`config.mk`:
```
export PLATFORM = sky130hd
export DESIGN_NAME = sla_front
export DESIGN_NICKNAME = d
export VERILOG_FILES = /design/src/hw/rtl/sla_pkg.sv /design/src/hw/rtl/sla_front.sv
export SDC_FILE = /design/constraint.sdc
export NUM_CORES = 1
export LEC_CHECK = 0
export ABC_AREA = 1
export BUFFER_PORTS_ARGS = -buffer_cell sky130_fd_sc_hd__buf_2
export CORE_AREA = 2 2 75 77
export CTS_CLUSTER_DIAMETER = 200
export CTS_CLUSTER_SIZE = 8
export DETAILED_ROUTE_END_ITERATION = 8
export DIE_AREA = 0 0 77 79
export SLEW_MARGIN = 20
export SYNTH_ARGS = -nofsm -noshare
export SYNTH_HDL_FRONTEND = slang
export SYNTH_SLANG_ARGS = --single-unit
```
`constraint.sdc`:
```
create_clock -name clk -period 4.23 [get_ports clk]
set_input_delay 0.2115 -clock clk [delete_from_list [all_inputs] [get_ports clk]]
set_output_delay 0.2115 -clock clk [all_outputs]
set_load 0.01 [all_outputs]
```
`src/hw/rtl/sla_pkg.sv`:
```
// Shared types and constants for the slot allocator.
// Used by every module under hw/rtl but sla_ram; depends on nothing.
`default_nettype none

package sla_pkg;

    // Default configuration of the slot table
    localparam int SLOT_COUNT_DEF  = 1024;
    localparam int SLOT_BITS_DEF   = 10;
    localparam int START_SPAWN_DEF = 1;

    // Depth of the queue between front and back
    localparam int QUEUE_DEPTH = 2;

    // Field widths of the request and result items
    localparam int TAG_W      = 32;
    localparam int SLOT_IN_W  = 11;
    localparam int OUT_SLOT_W = 10;
    localparam int SPAWN_W    = 22;
    localparam int USED_W     = 11;
    localparam int STATUS_W   = 2;

    // Request command codes
    localparam logic OP_REGISTER   = 1'b0;
    localparam logic OP_UNREGISTER = 1'b1;

    // Result status codes
    localparam logic [STATUS_W-1:0] STATUS_REGISTERED = 2'd0;
    localparam logic [STATUS_W-1:0] STATUS_FULL       = 2'd1;
    localparam logic [STATUS_W-1:0] STATUS_RELEASED   = 2'd2;
    localparam logic [STATUS_W-1:0] STATUS_IGNORED    = 2'd3;

    // Classified request kinds handed from front to back
    typedef enum logic [1:0] {
        KIND_IGNORE,
        KIND_ALLOC,
        KIND_FREE
    } kind_t;

    typedef struct packed {
        kind_t                kind;
        logic [TAG_W-1:0]     tag;
        logic [SLOT_IN_W-1:0] slot;
    } cmd_t;

    typedef struct packed {
        logic [STATUS_W-1:0]   status;
        logic [OUT_SLOT_W-1:0] assigned_slot;
        logic [SPAWN_W-1:0]    spawn_id;
        logic [USED_W-1:0]     used_count;
    } res_t;

endpackage

`default_nettype wire

```
`src/hw/rtl/sla_front.sv`:
```
// Front end: accept requests, classify them and hold one in a register stage.
// Depends on sla_pkg.
`default_nettype none

module sla_front #(
    parameter int SLOT_COUNT = sla_pkg::SLOT_COUNT_DEF
) (
    input  wire logic                          clk,
    input  wire logic                          rst_n,
    input  wire logic                          enable,
    input  wire logic                          in_valid,
    output logic                               in_ready,
    input  wire logic                          in_command,
    input  wire logic [sla_pkg::TAG_W-1:0]     in_tag,
    input  wire logic [sla_pkg::SLOT_IN_W-1:0] in_slot,
    output logic                               push_valid,
    input  wire logic                          push_ready,
    output sla_pkg::cmd_t                      push_cmd
);

    logic          valid_reg;
    logic          valid_next;
    sla_pkg::cmd_t cmd_reg;
    sla_pkg::cmd_t cmd_next;
    sla_pkg::cmd_t cls;
    logic [31:0]   slot_ext;
    logic          accept;

    assign slot_ext = 32'(in_slot);

    // Zero tags, negative slots and slots past the table end never reach the table.
    always_comb
    begin
        cls.tag  = in_tag;
        cls.slot = in_slot;
        if (in_tag == '0)
        begin
            cls.kind = sla_pkg::KIND_IGNORE;
        end
        else if (in_command == sla_pkg::OP_REGISTER)
        begin
            cls.kind = sla_pkg::KIND_ALLOC;
        end
        else if (in_slot[sla_pkg::SLOT_IN_W-1] || (slot_ext >= 32'(SLOT_COUNT)))
        begin
            cls.kind = sla_pkg::KIND_IGNORE;
        end
        else
        begin
            cls.kind = sla_pkg::KIND_FREE;
        end
    end

    assign in_ready   = enable && (!valid_reg || push_ready);
    assign accept     = in_valid && in_ready;
    assign push_valid = valid_reg;
    assign push_cmd   = cmd_reg;

    always_comb
    begin
        valid_next = valid_reg;
        cmd_next   = cmd_reg;
        if (valid_reg && push_ready)
        begin
            valid_next = 1'b0;
        end
        if (accept)
        begin
            valid_next = 1'b1;
            cmd_next   = cls;
        end
    end

    always_ff @(posedge clk or negedge rst_n)
    begin
        if (!rst_n)
        begin
            valid_reg <= 1'b0;
        end
        else
        begin
            valid_reg <= valid_next;
        end
    end

    always_ff @(posedge clk)
    begin
        cmd_reg <= cmd_next;
    end

endmodule

`default_nettype wire

```
# Word-level counts from Yosys, hierarchy flattened
# Cells that the tools add are included.
dict set report word_totals {
  reg_bits 46
  latch_bits 0
  ram_bits 0
  romBits 0
  output_inout_bits 47
  wordCells 20
  memories 0
}
dict set report op_classes {
  add_sub_neg 0
  mul 0
  div_mod_pow 0
  order_cmp 1
  eq_ne 0
  n_shift 0
  mux 4
  bitwise 1
  reduce_logical 9
}
# cell count
set ops {}
lappend ops {{$logic_not A32 Y1} 1}
lappend ops {{$ge A11 B11 Y1 const B} 1}
lappend ops {{$logic_and A1 B1 Y1} 3}
lappend ops {{$mux W1} 3}
lappend ops {{$logic_or A1 B1 Y1} 2}
lappend ops {{$mux W2} 1}
lappend ops {{$reduce_bool A2 Y1} 1}
lappend ops {{$reduce_or A2 Y1} 1}
lappend ops {{$logic_not A1 Y1} 1}
lappend ops {{$not A1 Y1} 1}

# Depth between registers and ports, before layout
dict set report logic_depth {
  word_depth 5
  mapped_depth 6
  depth_no_buf 6
}

# Worst setup path after synthesis
# No wires, ideal clock.
dict set report synth_timing {
  path_type {reg-to-reg}
  startpoint {register valid_reg, in the netlist push_valid}
  endpoint {register cmd_reg (netlist bit push_cmd[0]), enable pin}
  setup_time_ns 0.503
  arrival_time_ns 3.590
  t_required_ns 3.727
  setup_slack_ns 0.137
  path_stages_with_launch 4
  period_less_slack_ns 4.093
  path_cell_list {dfrtp_1 inv_1 nor2_1 nor3_1}
}
dict set report synth_between {
  elab_chain_len 4
}
# element line_no
set synth_lines {}
lappend synth_lines {{start: declaration} sla_front.sv:21} ;# logic valid_reg;
lappend synth_lines {{start signal: assignment} sla_front.sv:82} ;# valid_reg <= valid_next;
lappend synth_lines {{$logic_not A1 Y1} sla_front.sv:54} ;# assign in_ready = enable && (!valid_reg || push_ready);
lappend synth_lines {{$logic_or A1 B1 Y1} sla_front.sv:54}
lappend synth_lines {{$logic_and A1 B1 Y1} sla_front.sv:54}
lappend synth_lines {{$logic_and A1 B1 Y1} sla_front.sv:55} ;# assign accept = in_valid && in_ready;
lappend synth_lines {{via accept} sla_front.sv:27} ;# logic accept;
lappend synth_lines {{end signal: assignment} sla_front.sv:88} ;# cmd_reg <= cmd_next;
lappend synth_lines {{end: declaration} sla_front.sv:23} ;# sla_pkg::cmd_t cmd_reg;
# The timed path passes the listed nets, and every way through them passes these cells.
# A chain may end at the register's enable or synchronous reset.

# Worst setup path in the final report
dict set report layout_timing {
  startpoint {register valid_reg, in the netlist push_valid}
  endpoint {register cmd_reg (netlist bit push_cmd[19]), enable pin}
}
# Same word-level chain as after synthesis.

==> impl_metrics.toml <==
[yosys]
synth_fp_nets = 137
synthCells = 88
synth.most_common_cell = "edfxtp_1"
yosys_warnings = 0
synth_seq_area_share = 0.894
synthMuxAreaShare = 0
synth_top_area_frac = 0.877
avgSynthCellArea_um2 = 17.5
yosys.area.top_type = "edfxtp_1"
synth-simple-area-share = 0.0926
post_synth_num_cell_types = 8
synth_top_family_by_area = "simple AND/OR/NAND/NOR gates"
synth_commonest_cells = "45 x edfxtp_1, 24 x nor2_1, 11 x nand2_1, 4 x inv_1"
synthXorXnorAreaFrac = 0
synthTopCellsByArea = "edfxtp_1 88%, nor2_1 5.8%, nand2_1 2.7%"
synth_compound_area_frac = 0.00406
synth_edf_count = 45
ys_ff_latch = 46
synth_ff_type = "edfxtp_1"
synthArstFlopShare = 0.0217
synth_fa_ha_area_frac = 0
synth_area_um2 = 1540

[sta]
setup_violations = 0
slew_headroom = 0.640
hold_viol = 0
slew_viol_final = 0
fin_skew_ps = 6.44
fin_setup_tns_ps = 0
period_share = 0.345
rsz0062_at_grt = "no"
fmax_ghz = 0.685
tightestPinTransition_ps = 539
min_period_ps = 1460

[global_routing]
grt_pass1_vias = 995
grt-busiest-layer = "met2"
overflow = 0
grt_use_met1 = 0.112
grt_max_degree = 46
grt_util_met3 = 0.0534
antenna_found_initial = 0
grt_pass1_wl_um = 4450
grt_usage = 0.0982
grt_use_met2 = 0.151

[clocking]
root_buffer = "clkbuf_8"
cts_tree = "done"
numCtsBuffers = 5
cts_setup_buffers = 0
cts_htree_levels = 2
worstSkewPairLatency_ps = 290
clkTransAtPathRegs_ps = 80
cts.path.max_buffers = 2
clkSinkCount = 46

[floorplan]
die_y_um = 79
initial_core_util = 0.289
rows = 27
ios = 96
dieArea_um2 = 6080
die-width_um = 77
coreArea_um2 = 5340

[layout]
n_fill_cell = 535
stdcell_area_um2 = 2210
antenna_cells = 0
stdcell_count = 265
nNetsFinal = 241
drive_gt1_frac = 0.539
area_growth_pct = 43.5

[detailed_routing]
first_pass_iters = 4
drt_wl_total_um = 2920
drcViolationCount = 0
ant_nets = 0
drtIter0Drc = 20
wire_per_inst_um = 11.0
viasPerCell = 3.94
vias = 1044

[run]
cap_viol_max_count = 0

[place]
port_buffers = 95
dpl.cell_count = 256
dpl_cell_area_um2 = 2120
gp_congestion = 0.658

[worst_setup_path]
crit_path_max_fanout = 45
crit_type = "reg -> reg"
critPathArrivalTime_ps = 1380
end_kind = "flop"
cpMaxStageDelayCell = "buf_4"
max_stage_delay_ps = 460
start_kind = "flop"
path_cells = "inv_1, nor2_1, nor3_2, buf_4"
cp.required_ps = 4150

[power_and_ir_drop]
power_density_nw_per_um2 = 382
p_switching_uw = 174
seq_power_share = 0.626
combPwrFrac = 0.086
pwr-share-clk = 0.289
leakage_uw = 0.000930
swShare = 0.206
intPower_uw = 670
ir_worst_vdd_v = 0.000164
total_power_uw = 844

[worst_hold_path]
hold_class = "in -> reg"

[run_status]
outcome = "finished, final reports clean"
[final timing paths]
check	to	startpoint	slack, ps	cells after the start
max	push_cmd[19]	push_valid	2770	4
min reg2reg	push_valid	push_valid	570	2
max in group asynchronous	push_valid	rst_n	3930	2
min in group asynchronous	push_valid	rst_n	220	2
min	push_cmd[1]	in_slot[1]	90	1
max reg2reg	push_cmd[19]	push_valid	2770	4
[kinds of logic after synthesis]
logic type,Yosys count
AND/OR/NAND/NOR,37
flip-flops,46
AO/OA/AOI/OAI,1
buffers and inverters,4
[repair_timing]
item / in CTS / in global routing
hold buffers: 1 / 0
endpoints found under the hold margin: 1 / 0
gates resized for setup: 0 / 0
[metal layers]
metal  share of wire  vias up
li1                -      516
met1            0.42      450
met2            0.43       76
met3            0.14        2
met4          0.0062        0
met5               0        -
[flip-flops by register name (all words and copies together) (netlist names)]
| signal | count |
|---|---|
| push_cmd | 45 |
| push_valid | 1 |
[placed cells by master (no fill, tap or decap)]
cell type,synthesis,layout
dfrtp_1,1,1
dlygate4sd3_1,0,1
clkinv_2,0,1
inv_1,4,4
nor2_1,24,24
buf_4,0,1
nor2_2,1,1
nand2_1,11,11
edfxtp_1,45,45
clkinv_1,0,1
o22ai_1,1,1
clkbuf_8,0,5
clkbuf_1,0,1
nor3_2,0,1
buf_2,0,95
[worst max-delay path: cells and delay by family (launching register included)]
kind / cells / cell delay, ps
DFF: 1 / 390
and+or+nand+nor: 2 / 150
buffers and inverters: 2 / 530
[per-stage QoR]
step	hold WS, ps	utilization	setup slack [ps]
finish	92.8	0.414	2770
global route	70.6	0.414	2640
global placement	-13.0	0.397	2800
floorplan	-84.1	-	137
CTS	79.6	0.414	2750
detailed placement	-8.95	0.397	2770
[power by group through the flow]
stage	sequential [uW]	combinational, uW	clock [uW]
final	528	72.3	244
after global routing	530	81.2	276
after CTS	528	74.1	257
after detailed placement	538	73.4	0
after global placement	538	72.5	0
after floorplan	551	14.5	0
[cell type report]
cell class	count	area [um2]	share of cell area
sequential	46	1380	0.623
clock buffer	6	72.6	0.0328
tap	72	90.1	0.0408
clock inverter	2	8.76	0.00396
inverter	4	15.0	0.00680
timing repair buffer	97	493	0.223
multi-input combinational	38	154	0.0696
(Power assumes the default switching activity.)
