**src/hw/rtl/sla_pkg.sv**
```systemverilog
// Shared types and constants for the slot allocator.
// Used by every module under hw/rtl but sla_ram; depends on nothing.
`default_nettype none

package sla_pkg;

    // Default configuration of the slot table
    localparam int SLOT_COUNT_DEF  = 1024;
    localparam int SLOT_BITS_DEF   = 10;
    localparam int START_SPAWN_DEF = 1;

    // Depth of the queue between front and back
    localparam int QUEUE_DEPTH = 2;

    // Field widths of the request and result items
    localparam int TAG_W      = 32;
    localparam int SLOT_IN_W  = 11;
    localparam int OUT_SLOT_W = 10;
    localparam int SPAWN_W    = 22;
    localparam int USED_W     = 11;
    localparam int STATUS_W   = 2;

    // Request command codes
    localparam logic OP_REGISTER   = 1'b0;
    localparam logic OP_UNREGISTER = 1'b1;

    // Result status codes
    localparam logic [STATUS_W-1:0] STATUS_REGISTERED = 2'd0;
    localparam logic [STATUS_W-1:0] STATUS_FULL       = 2'd1;
    localparam logic [STATUS_W-1:0] STATUS_RELEASED   = 2'd2;
    localparam logic [STATUS_W-1:0] STATUS_IGNORED    = 2'd3;

    // Classified request kinds handed from front to back
    typedef enum logic [1:0] {
        KIND_IGNORE,
        KIND_ALLOC,
        KIND_FREE
    } kind_t;

    typedef struct packed {
        kind_t                kind;
        logic [TAG_W-1:0]     tag;
        logic [SLOT_IN_W-1:0] slot;
    } cmd_t;

    typedef struct packed {
        logic [STATUS_W-1:0]   status;
        logic [OUT_SLOT_W-1:0] assigned_slot;
        logic [SPAWN_W-1:0]    spawn_id;
        logic [USED_W-1:0]     used_count;
    } res_t;

endpackage

`default_nettype wire

```
**src/hw/rtl/sla_fifo.sv**
```systemverilog
// Short queue of classified requests between front and back.
// Depends on sla_pkg.
`default_nettype none

module sla_fifo #(
    parameter int DEPTH = sla_pkg::QUEUE_DEPTH
) (
    input  wire logic          clk,
    input  wire logic          rst_n,
    input  wire logic          push_valid,
    output logic               push_ready,
    input  wire sla_pkg::cmd_t push_cmd,
    output logic               pop_valid,
    input  wire logic          pop_ready,
    output sla_pkg::cmd_t      pop_cmd
);

    localparam int PTR_W = (DEPTH > 1) ? $clog2(DEPTH) : 1;
    localparam int CNT_W = $clog2(DEPTH + 1);

    sla_pkg::cmd_t    entry_reg [DEPTH];
    logic [PTR_W-1:0] wr_ptr_reg;
    logic [PTR_W-1:0] wr_ptr_next;
    logic [PTR_W-1:0] rd_ptr_reg;
    logic [PTR_W-1:0] rd_ptr_next;
    logic [CNT_W-1:0] count_reg;
    logic [CNT_W-1:0] count_next;
    logic             do_push;
    logic             do_pop;

    assign push_ready = (count_reg != CNT_W'(DEPTH));
    assign pop_valid  = (count_reg != '0);
    assign pop_cmd    = entry_reg[rd_ptr_reg];
    assign do_push    = push_valid && push_ready;
    assign do_pop     = pop_valid && pop_ready;

    always_comb
    begin
        wr_ptr_next = wr_ptr_reg;
        rd_ptr_next = rd_ptr_reg;
        count_next  = count_reg;
        if (do_push)
        begin
            wr_ptr_next = (wr_ptr_reg == PTR_W'(DEPTH - 1)) ? '0 : wr_ptr_reg + PTR_W'(1);
        end
        if (do_pop)
        begin
            rd_ptr_next = (rd_ptr_reg == PTR_W'(DEPTH - 1)) ? '0 : rd_ptr_reg + PTR_W'(1);
        end
        if (do_push && !do_pop)
        begin
            count_next = count_reg + CNT_W'(1);
        end
        else if (do_pop && !do_push)
        begin
            count_next = count_reg - CNT_W'(1);
        end
    end

    always_ff @(posedge clk or negedge rst_n)
    begin
        if (!rst_n)
        begin
            wr_ptr_reg <= '0;
            rd_ptr_reg <= '0;
            count_reg  <= '0;
        end
        else
        begin
            wr_ptr_reg <= wr_ptr_next;
            rd_ptr_reg <= rd_ptr_next;
            count_reg  <= count_next;
        end
    end

    always_ff @(posedge clk)
    begin
        if (do_push)
        begin
            entry_reg[wr_ptr_reg] <= push_cmd;
        end
    end

endmodule

`default_nettype wire

```
**config.mk**
```make
export PLATFORM = sky130hd
export DESIGN_NAME = sla_fifo
export DESIGN_NICKNAME = d
export VERILOG_FILES = /design/src/hw/rtl/sla_pkg.sv /design/src/hw/rtl/sla_fifo.sv
export SDC_FILE = /design/constraint.sdc
export NUM_CORES = 1
export LEC_CHECK = 0
export CORE_MARGIN = 4
export CORE_UTILIZATION = 58
export CTS_BUF_LIST = sky130_fd_sc_hd__clkbuf_8 sky130_fd_sc_hd__clkbuf_16
export DETAILED_ROUTE_END_ITERATION = 12
export DONT_BUFFER_PORTS = 1
export GPL_TIMING_DRIVEN = 0
export HOLD_SLACK_MARGIN = 0.12
export PLACE_DENSITY = 0.81
export SYNTH_ARGS = -nofsm -noshare
export SYNTH_HDL_FRONTEND = slang
export SYNTH_SLANG_ARGS = --single-unit
```
**constraint.sdc**
```tcl
create_clock -name clk -period 6.1 [get_ports clk]
set_input_delay 0.61 -clock clk [delete_from_list [all_inputs] [get_ports clk]]
set_output_delay 0.61 -clock clk [all_outputs]
set_load 0.005 [all_outputs]
```
# Word level (Yosys, flattened, before mapping)

Memory sizes are Yosys's and may differ from the RTL's.
Cells that the tools add are included.

Word-level logic and storage cells: 23
Bits of input ports: 49
Output and inout port bits: 47
Memories kept: 1
Flip-flop bits (word level): 4
RAM bits: 90

Memories:

| memory    | words | bits a word | rd ports | clocked after memory_dff | write ports | RTL line       | source |
|---|---|---|---|---|---|---|---|
| entry_reg | 2     | 45          | 1        | 0                        | 1           | sla_fifo.sv:21 | `sla_pkg::cmd_t entry_reg [DEPTH];` |

Eq/ne operators: 1
Muxes and demuxes: 6
Add/subtract/negate cells: 4
Reductions and logical operators: 8

Operators with widths:

| kind                  | number |
|---|---|
| $logic_and A1 B1 Y1   | 4 |
| $mux W1               | 4 |
| $mux W2               | 2 |
| $reduce_bool A2 Y1    | 2 |
| $add A1 B1 Y1 const B | 2 |
| $add A2 B1 Y2 const B | 1 |
| $logic_not A1 Y1      | 2 |
| $ne A2 B2 Y1 const B  | 1 |
| $sub A2 B1 Y2 const B | 1 |

# Longest topological paths before layout

Gate-level depths: netlist of the first run.

Depth in word-level cells: 6
Depth in mapped cells: 7
Gate-level depth less buffers: 7

# Least setup slack after synthesis of the first run

OpenSTA, ideal clock, no wires.

Path type: input to register
Start point: in push_valid
End point: mem entry_reg[0][0] (netlist bit), enable pin
Path buffers: 0
Cell stages on the path: 2
Path slack: 3.062 ns
Data arrival time: 2.591 ns
Cell sequence: nand2_1 -> nor2_1

Word-level cells in the longest chain between the ends: 3

RTL lines:

| what                          | RTL line       | source |
|---|---|---|
| from (decl)                   | sla_fifo.sv:10 | `input wire logic push_valid,` |
| $logic_and A1 B1 Y1           | sla_fifo.sv:34 | `assign do_push = push_valid && push_ready;` |
| $mux W1                       | sla_fifo.sv:78 | `if (do_push)` |
| $mux W1 (implied by the code) | sla_fifo.sv:80 | `entry_reg[wr_ptr_reg] <= push_cmd;` |
| to (decl)                     | sla_fifo.sv:21 |  |

No other way between the ends.

==> flow_metrics.tcl, run 1 <==
set metrics [dict create \
    synth_nets 208 \
    post_cts_buffers 0 \
    antenna_cells 0 \
    crit_arrival_ns 1.37 \
    die_w_um 87.2 \
    dr_wl_met2_um 2930 \
    path_cells "buf_6 -> buf_12 -> mux2_4" \
    cp-end-kind "output port" \
    synth_area_leaders "edfxtp_1 74%, mux2_4 16%, dfrtp_1 2.7%" \
    syn_inst 158 \
    synth.distinct_cells 15 \
    clock_path_buffers 2 \
    cap_violations 0 \
    ys_seq_area_share_pct 77.0 \
    clock-root-buffer "clkbuf_8" \
    setup_slack_ns 4.12 \
    slew_viol_final 0 \
    p_leak_nw 1.46 \
    hold_violations 0 \
    via_count 1413 \
    pin_count 96 \
    cts_repair_resize_count 0 \
    min_path_type "in2reg" \
    synth_edf_count 90 \
    crit_slowest_cell "dfrtp_1" \
    setup-violations-final 0 \
    yosysTopAreaCell "edfxtp_1" \
    fp.coreArea_um2 5990 \
    worst_pin_slew_ns 0.659 \
    grt_pass1_vias 1536 \
    crit_type "reg2out" \
    start_kind "flip-flop" \
    max_freq_mhz 505 \
    place_inst 235 \
    vias_per_cell 5.61 \
    dp_hpwl_um 4010 \
    drc_errors 0 \
    power.density_nw_per_um2 487 \
    largest_reg_flops 90 \
    synth.most_common_cell "edfxtp_1" \
    async_flop_share_pct 4.26 \
    synth_common_cells "90 x edfxtp_1, 39 x mux2_4, 6 x mux2_2" \
    pre_cts_ws_ns 4.24 \
    top_layer "met4" \
    required_ns 5.49 \
    slowest_delay_ns 0.35 \
    wl_met1_um 1900 \
    cts.sinks 94 \
    wl_per_cell_um 22.0 \
    fp-row-count 28 \
    antenna_found_initial 0 \
    max_slew_margin_pct 56.0 \
    rsz0062_at_grt "no" \
    fin_cells 252 \
    ys.flop_type "edfxtp_1" \
    finalCritPeriodShare_pct 32.4 \
    min_period_ns 1.98 \
    cts_tree "yes" \
    grt_max_degree 26 \
    wirelength_um 5560 \
    synth_top_area_share_pct 74.2 \
    ys_seq_elements 94 \
    synth_area_um2 3640 \
    synth_area_per_cell_um2 23.0 \
    multi_input_area_um2 752 \
    place_area_um2 3800 \
    fin_area_um2 4030 \
    gp_congestion 0.673 \
    fin_setup_tns_ns 0 \
    cts-htree-levels 3 \
    die-area_um2 7610 \
    drtIter0Drc 81 \
    cp_top_family "buffers and inverters" \
    path_buf_inv 2 \
    port_buffers 0 \
    grt_use_total_pct 15.6 \
    critPathMaxFanout 10 \
    cts_made_buffers 9 \
    ant_nets 0 \
    yosysWarnings 0 \
    dr.pass1.iters 6 \
    layout-drive-gt1-share_pct 39.0 \
    clk_pin_slew_ns 0.09 \
    wl_met3_um 610 \
    grt_pass1_wl_um 8450 \
    finClkSkew_ns 0.00777 \
    area_growth_pct 10.7 \
    status "completed" \
    start_util_pct 60.8 \
    ff_latch_area_um2 2800 \
    nFillCells 392 \
    vdd_drop_max_v 0.000399 \
    final_net_count 222 \
    die_y_um 87.2 \
    clk_latency_ns 0.34 \
    grt-ovfl-total 0 \
]
## cells by family (layout without fill, tap and decap cells)
family / after synthesis / in the layout / synth area share (%)
xor gates and xnor gates: 5 / 5 / 1.20
adders and majority gates: 1 / 1 / 0.344
buffers and inverters: 6 / 25 / 2.61
DFF: 94 / 94 / 77.0
muxes: 45 / 45 / 17.9
and+or+nand+nor: 7 / 7 / 0.928
## worst reg2reg max path, stage by stage, from the launching register on
cell and delay (ns):
dfrtp_1 0.42, nand2b_1 0.18, nand2_1 0.15, nor2_4 0.54
buf_16 0.25
## per-stage QoR
step                      hold WS [ns]  util [%]  power (mW)
after floorplan                  0.314         -        1.42
after global placement           0.315      62.3        1.50
after detailed placement         0.315      63.4        1.55
after CTS                        0.336      67.3        1.99
after global routing             0.314      67.3        2.07
final                            0.352      67.3        1.96
## metal layers
metal	vias up	track usage, %
li1	646	-
met1	690	16.0
met2	67	26.9
met3	10	7.28
met4	0	7.53
met5	-	0
## cell usage in the layout, fill, tap and decap left out, drive strengths merged
master / synthesis / routed
dlygate4sd3: 0 / 1
mux2: 45 / 45
nand2: 2 / 2
clkbuf: 0 / 9
clkinvlp: 0 / 1
clkinv: 0 / 3
and3: 1 / 1
inv: 1 / 2
bufinv: 0 / 2
buf: 5 / 7
xor2: 2 / 2
edfxtp: 90 / 90
dfrtp: 4 / 4
nand2b: 1 / 1
xnor2: 3 / 3
nor2: 2 / 2
ha: 1 / 1
or2: 1 / 1
## layout make-up
class                   count  share of cell area (%)
flip-flops and latches     94                    69.5
multi-input cells          58                    18.7
clock buffers               9                    3.07
clock inverters             7                    2.42
well taps                  75                    2.33
plain buffers               5                    2.27
repair buffers              3                    1.61
inverters                   1                  0.0931
## final timing paths
kind,slack [ns],from,to,cells after the start
setup / recovery,4.12,rd_ptr_reg$_DFFE_PN0P_,pop_cmd[9],3
hold / removal,0.35,push_cmd[20],entry_reg[0][20]$_DFFE_PP_,0
setup reg to reg,4.25,count_reg[0]$_DFFE_PN0P_,entry_reg[0][40]$_DFFE_PP_,4
hold reg to reg,0.54,count_reg[1]$_DFFE_PN0P_,count_reg[1]$_DFFE_PN0P_,1
max in group asynchronous,5.37,rst_n,rd_ptr_reg$_DFFE_PN0P_,1
min in group asynchronous,0.54,rst_n,count_reg[1]$_DFFE_PN0P_,1
## timing repair
item,in CTS,in global routing
hold endpoints to repair,4,0
hold buffers,1,0
setup endpoints to repair,0,0
## power by group
| part | total (mW) | leakage (nW) | switching (mW) | internal (mW) |
|---|---|---|---|---|
| Clock | 0.439 | 0.107 | 0.207 | 0.232 |
| Combinational | 0.596 | 0.465 | 0.276 | 0.320 |
| Sequential | 0.929 | 0.883 | 0.0456 | 0.883 |
| Total | 1.96 | 1.46 | 0.528 | 1.44 |
(Power assumes the default switching activity.)
==> run 2, diff against run 1 <==
--- a/config.mk
+++ b/config.mk
@@ -5,6 +5,7 @@
 export SDC_FILE = /design/constraint.sdc
 export NUM_CORES = 1
 export LEC_CHECK = 0
+export ABC_AREA = 1
 export CORE_MARGIN = 4
 export CORE_UTILIZATION = 58
 export CTS_BUF_LIST = sky130_fd_sc_hd__clkbuf_8 sky130_fd_sc_hd__clkbuf_16
==> constraint.sdc (replaced) <==
create_clock -name clk -period 2.1 [get_ports clk]
set_input_delay 0.21 -clock clk [delete_from_list [all_inputs] [get_ports clk]]
set_output_delay 0.21 -clock clk [all_outputs]
set_load 0.005 [all_outputs]
==> run 2 against run 1 <==
  * Synthesized cell count grew 66%
  * Die area down 2.4%
  * Utilization grew 6.7 points
  * Global-route usage up 2.9 points
  * Sequential cell count stayed put
  * Count of clock-buffer cells in the layout unchanged
  * Cell area rose by 8.7%
==> flow_metrics.tcl, run 2 <==
set metrics [dict create \
    synth_edf_count 90 \
    final_common_cell "nand2_1" \
    clk_pin_slew_ns 0.09 \
    drc_errors 0 \
    crit_type "reg2reg" \
    min_to "count_reg[0]$_DFFE_PN0P_" \
    largest_reg_flops 90 \
    power.density_nw_per_um2 1260 \
    crit_arrival_ns 1.86 \
    async_flop_share_pct 4.26 \
    synth_nets 313 \
    ys_seq_elements 94 \
    grt-ovfl-total 0 \
    synth.distinct_cells 16 \
    start_util_pct 59.9 \
    min_period_ns 1.83 \
    reg2regPathDepth 5 \
    fp-row-count 28 \
    grt_pass1_vias 2128 \
    cts-htree-levels 3 \
    slew_viol_final 0 \
    cp_top_family "simple AND/OR/NAND/NOR gates" \
    rr_startpoint "count_reg[0]$_DFFE_PN0P_" \
    ant_nets 0 \
    start_kind "flip-flop" \
    synth_area_leaders "edfxtp_1 76%, nand2_1 15%, dfrtp_1 2.8%" \
    timing.rr.end "entry_reg[0][6]$_DFFE_PP_" \
    cts_made_buffers 9 \
    synth_top_area_share_pct 76.2 \
    min_path_type "reg2reg" \
    clk_latency_ns 0.34 \
    ys.flop_type "edfxtp_1" \
    crit_slowest_cell "nor2_4" \
    path_cells "inv_1 -> nand2_1 -> nand2_2 -> nor2_4 -> buf_12" \
    hold_violations 0 \
    max_slew_margin_pct 58.4 \
    switching_share_pct 33.1 \
    antenna_found_initial 0 \
    pin_count 96 \
    critPathMaxFanout 26 \
    synth_area_per_cell_um2 13.5 \
    p_int_mw 3.69 \
    crit_start "count_reg[0]$_DFFE_PN0P_" \
    dp_hpwl_um 4100 \
    hold-path-cell-count 1 \
    power.switching_mw 1.83 \
    clock_path_buffers 2 \
    port_buffers 0 \
    cap_violations 0 \
    dr.pass1.iters 4 \
    pwr-share-seq_pct 48.6 \
    final_cell_mix "144 x nand2_1, 90 x edfxtp_1, 49 x dlygate4sd3_1" \
    p_clk_share_pct 21.1 \
    die-area_um2 7430 \
    gp_congestion 0.807 \
    layout-drive-gt1-share_pct 9.09 \
    max_freq_mhz 547 \
    final_net_count 375 \
    cts_tree "yes" \
    grt_max_degree 31 \
    die_w_um 86.2 \
    yosysWarnings 0 \
    nFillCells 373 \
    drtIter0Drc 116 \
    setup-violations-final 0 \
    finalCritPeriodShare_pct 87.0 \
    cts.sinks 94 \
    ff2ff_setup_slack_ns 0.27 \
    rsz0062_at_grt "no" \
    vias_per_cell 5.06 \
    vdd_drop_max_v 0.000752 \
    path_buf_inv 2 \
    finClkSkew_ns 0.00974 \
    syn_inst 263 \
    grt_pass1_wl_um 10300 \
    fp.coreArea_um2 5920 \
    status "completed" \
    hold_start "count_reg[0]$_DFFE_PN0P_" \
    synth_common_cells "144 x nand2_1, 90 x edfxtp_1, 6 x inv_1" \
    yosysTopAreaCell "edfxtp_1" \
    antenna_cells 0 \
    synth.most_common_cell "nand2_1" \
    path_depth 5 \
    p_comb_share_pct 30.3 \
    wl_per_cell_um 16.5 \
    via_count 2050 \
    grt_use_total_pct 18.6 \
    p_leak_nw 1.74 \
    pre_cts_ws_ns 0.288 \
    worst_pin_slew_ns 0.622 \
    wirelength_um 6680 \
    required_ns 2.14 \
    cp-end-kind "flip-flop" \
    clock-root-buffer "clkbuf_8" \
    slowest_delay_ns 0.51 \
    area_growth_pct 23.5 \
    die_y_um 86.2 \
    setup_slack_ns 0.272 \
    fin_util_pct 74.0 \
    synth_area_um2 3550 \
    ys_seq_area_share_pct 79.0 \
]
run 2: changes by cell type after synthesis, sizes merged:
cell | previous run | this run
and3 | 1 | 0
buf | 5 | 8
clkbuf | 0 | 1
inv | 1 | 7
mux2 | 45 | 0
nand2 | 2 | 145
nand2b | 1 | 0
nand3 | 0 | 2
nand4 | 0 | 1
or2 | 1 | 0
xnor2 | 3 | 1
xor2 | 2 | 1
run 2: kinds of logic (layout without fill, tap and decap cells):
group                      after synthesis  count (layout)  share of synthesized area (%)
buffers and inverters                   16              83                           4.02
and+or+nand+nor                        150             150                           16.1
xor gates and xnor gates                 2               2                          0.494
DFF                                     94              94                           79.0
adders and majority gates                1               1                          0.353
run 2: area by class of cell:
type | instances | area (um2) | area share (%)
sequential | 94 | 2800 | 64.0
clock buffer | 9 | 124 | 2.83
buffer | 9 | 116 | 2.66
multi-input combinational | 153 | 616 | 14.1
inverter | 7 | 26.3 | 0.600
tap | 75 | 93.8 | 2.14
timing repair buffer | 51 | 531 | 12.1
clock inverter | 7 | 71.3 | 1.63
run 2: worst max-delay path by stage:
| stage | endpoint | slack (ns) |
|---|---|---|
| 2_1_floorplan | entry_reg[0][0]$_DFFE_PP_ | -0.10 |
| 3_3_place_gp | entry_reg[0][11]$_DFFE_PP_ | -0.74 |
| 3_5_place_dp | entry_reg[0][35]$_DFFE_PP_ | 0.29 |
| 4_1_cts | entry_reg[0][6]$_DFFE_PP_ | 0.26 |
| 5_1_grt | entry_reg[0][6]$_DFFE_PP_ | 0.14 |
| 6_report | entry_reg[0][6]$_DFFE_PP_ | 0.27 |
run 2: power by group through the flow:
stage	sequential (mW)	combinational [mW]	clock [mW]
after global placement	2.72	1.49	0
after global routing	2.72	1.85	1.26
after detailed placement	2.72	1.60	0
final	2.68	1.67	1.17
after CTS	2.68	1.69	1.19
after floorplan	2.70	1.17	0
run 2: worst register-to-register path: cells and delay by family, from the launching register on:
kind / cells / cell delay (ns)
buffers and inverters: 2 / 0.36
flip-flops: 1 / 0.39
AND/OR/NAND/NOR: 3 / 0.76
run 2: per-stage QoR:
stage	TNS, ns	hold slack [ns]	cell area, um2	std cells	power (mW)
finish	0	0.505	4380	405	5.52
global route	0	0.499	4380	405	5.83
CTS	0	0.491	4380	405	5.56
detailed placement	0	-0.0854	3690	340	4.33
global placement	-65.85	-0.0855	3640	338	4.22
floorplan	-9.33	-0.0856	3550	263	3.88
run 2: metal layers:
metal / part of all wire, % / global-route usage (%) / vias to the layer above
met5: 0 / 0 / -
li1: - / - / 1001
met3: 7.7 / 6.84 / 10
met4: 1.3 / 8.36 / 0
met1: 38 / 21.0 / 964
met2: 53 / 31.7 / 75
run 2: what timing repair did:
action | CTS | global route
buffers inserted | 0 | 0
hold endpoints to repair | 96 | 0
hold buffers | 49 | 0
resized for setup | 0 | 0
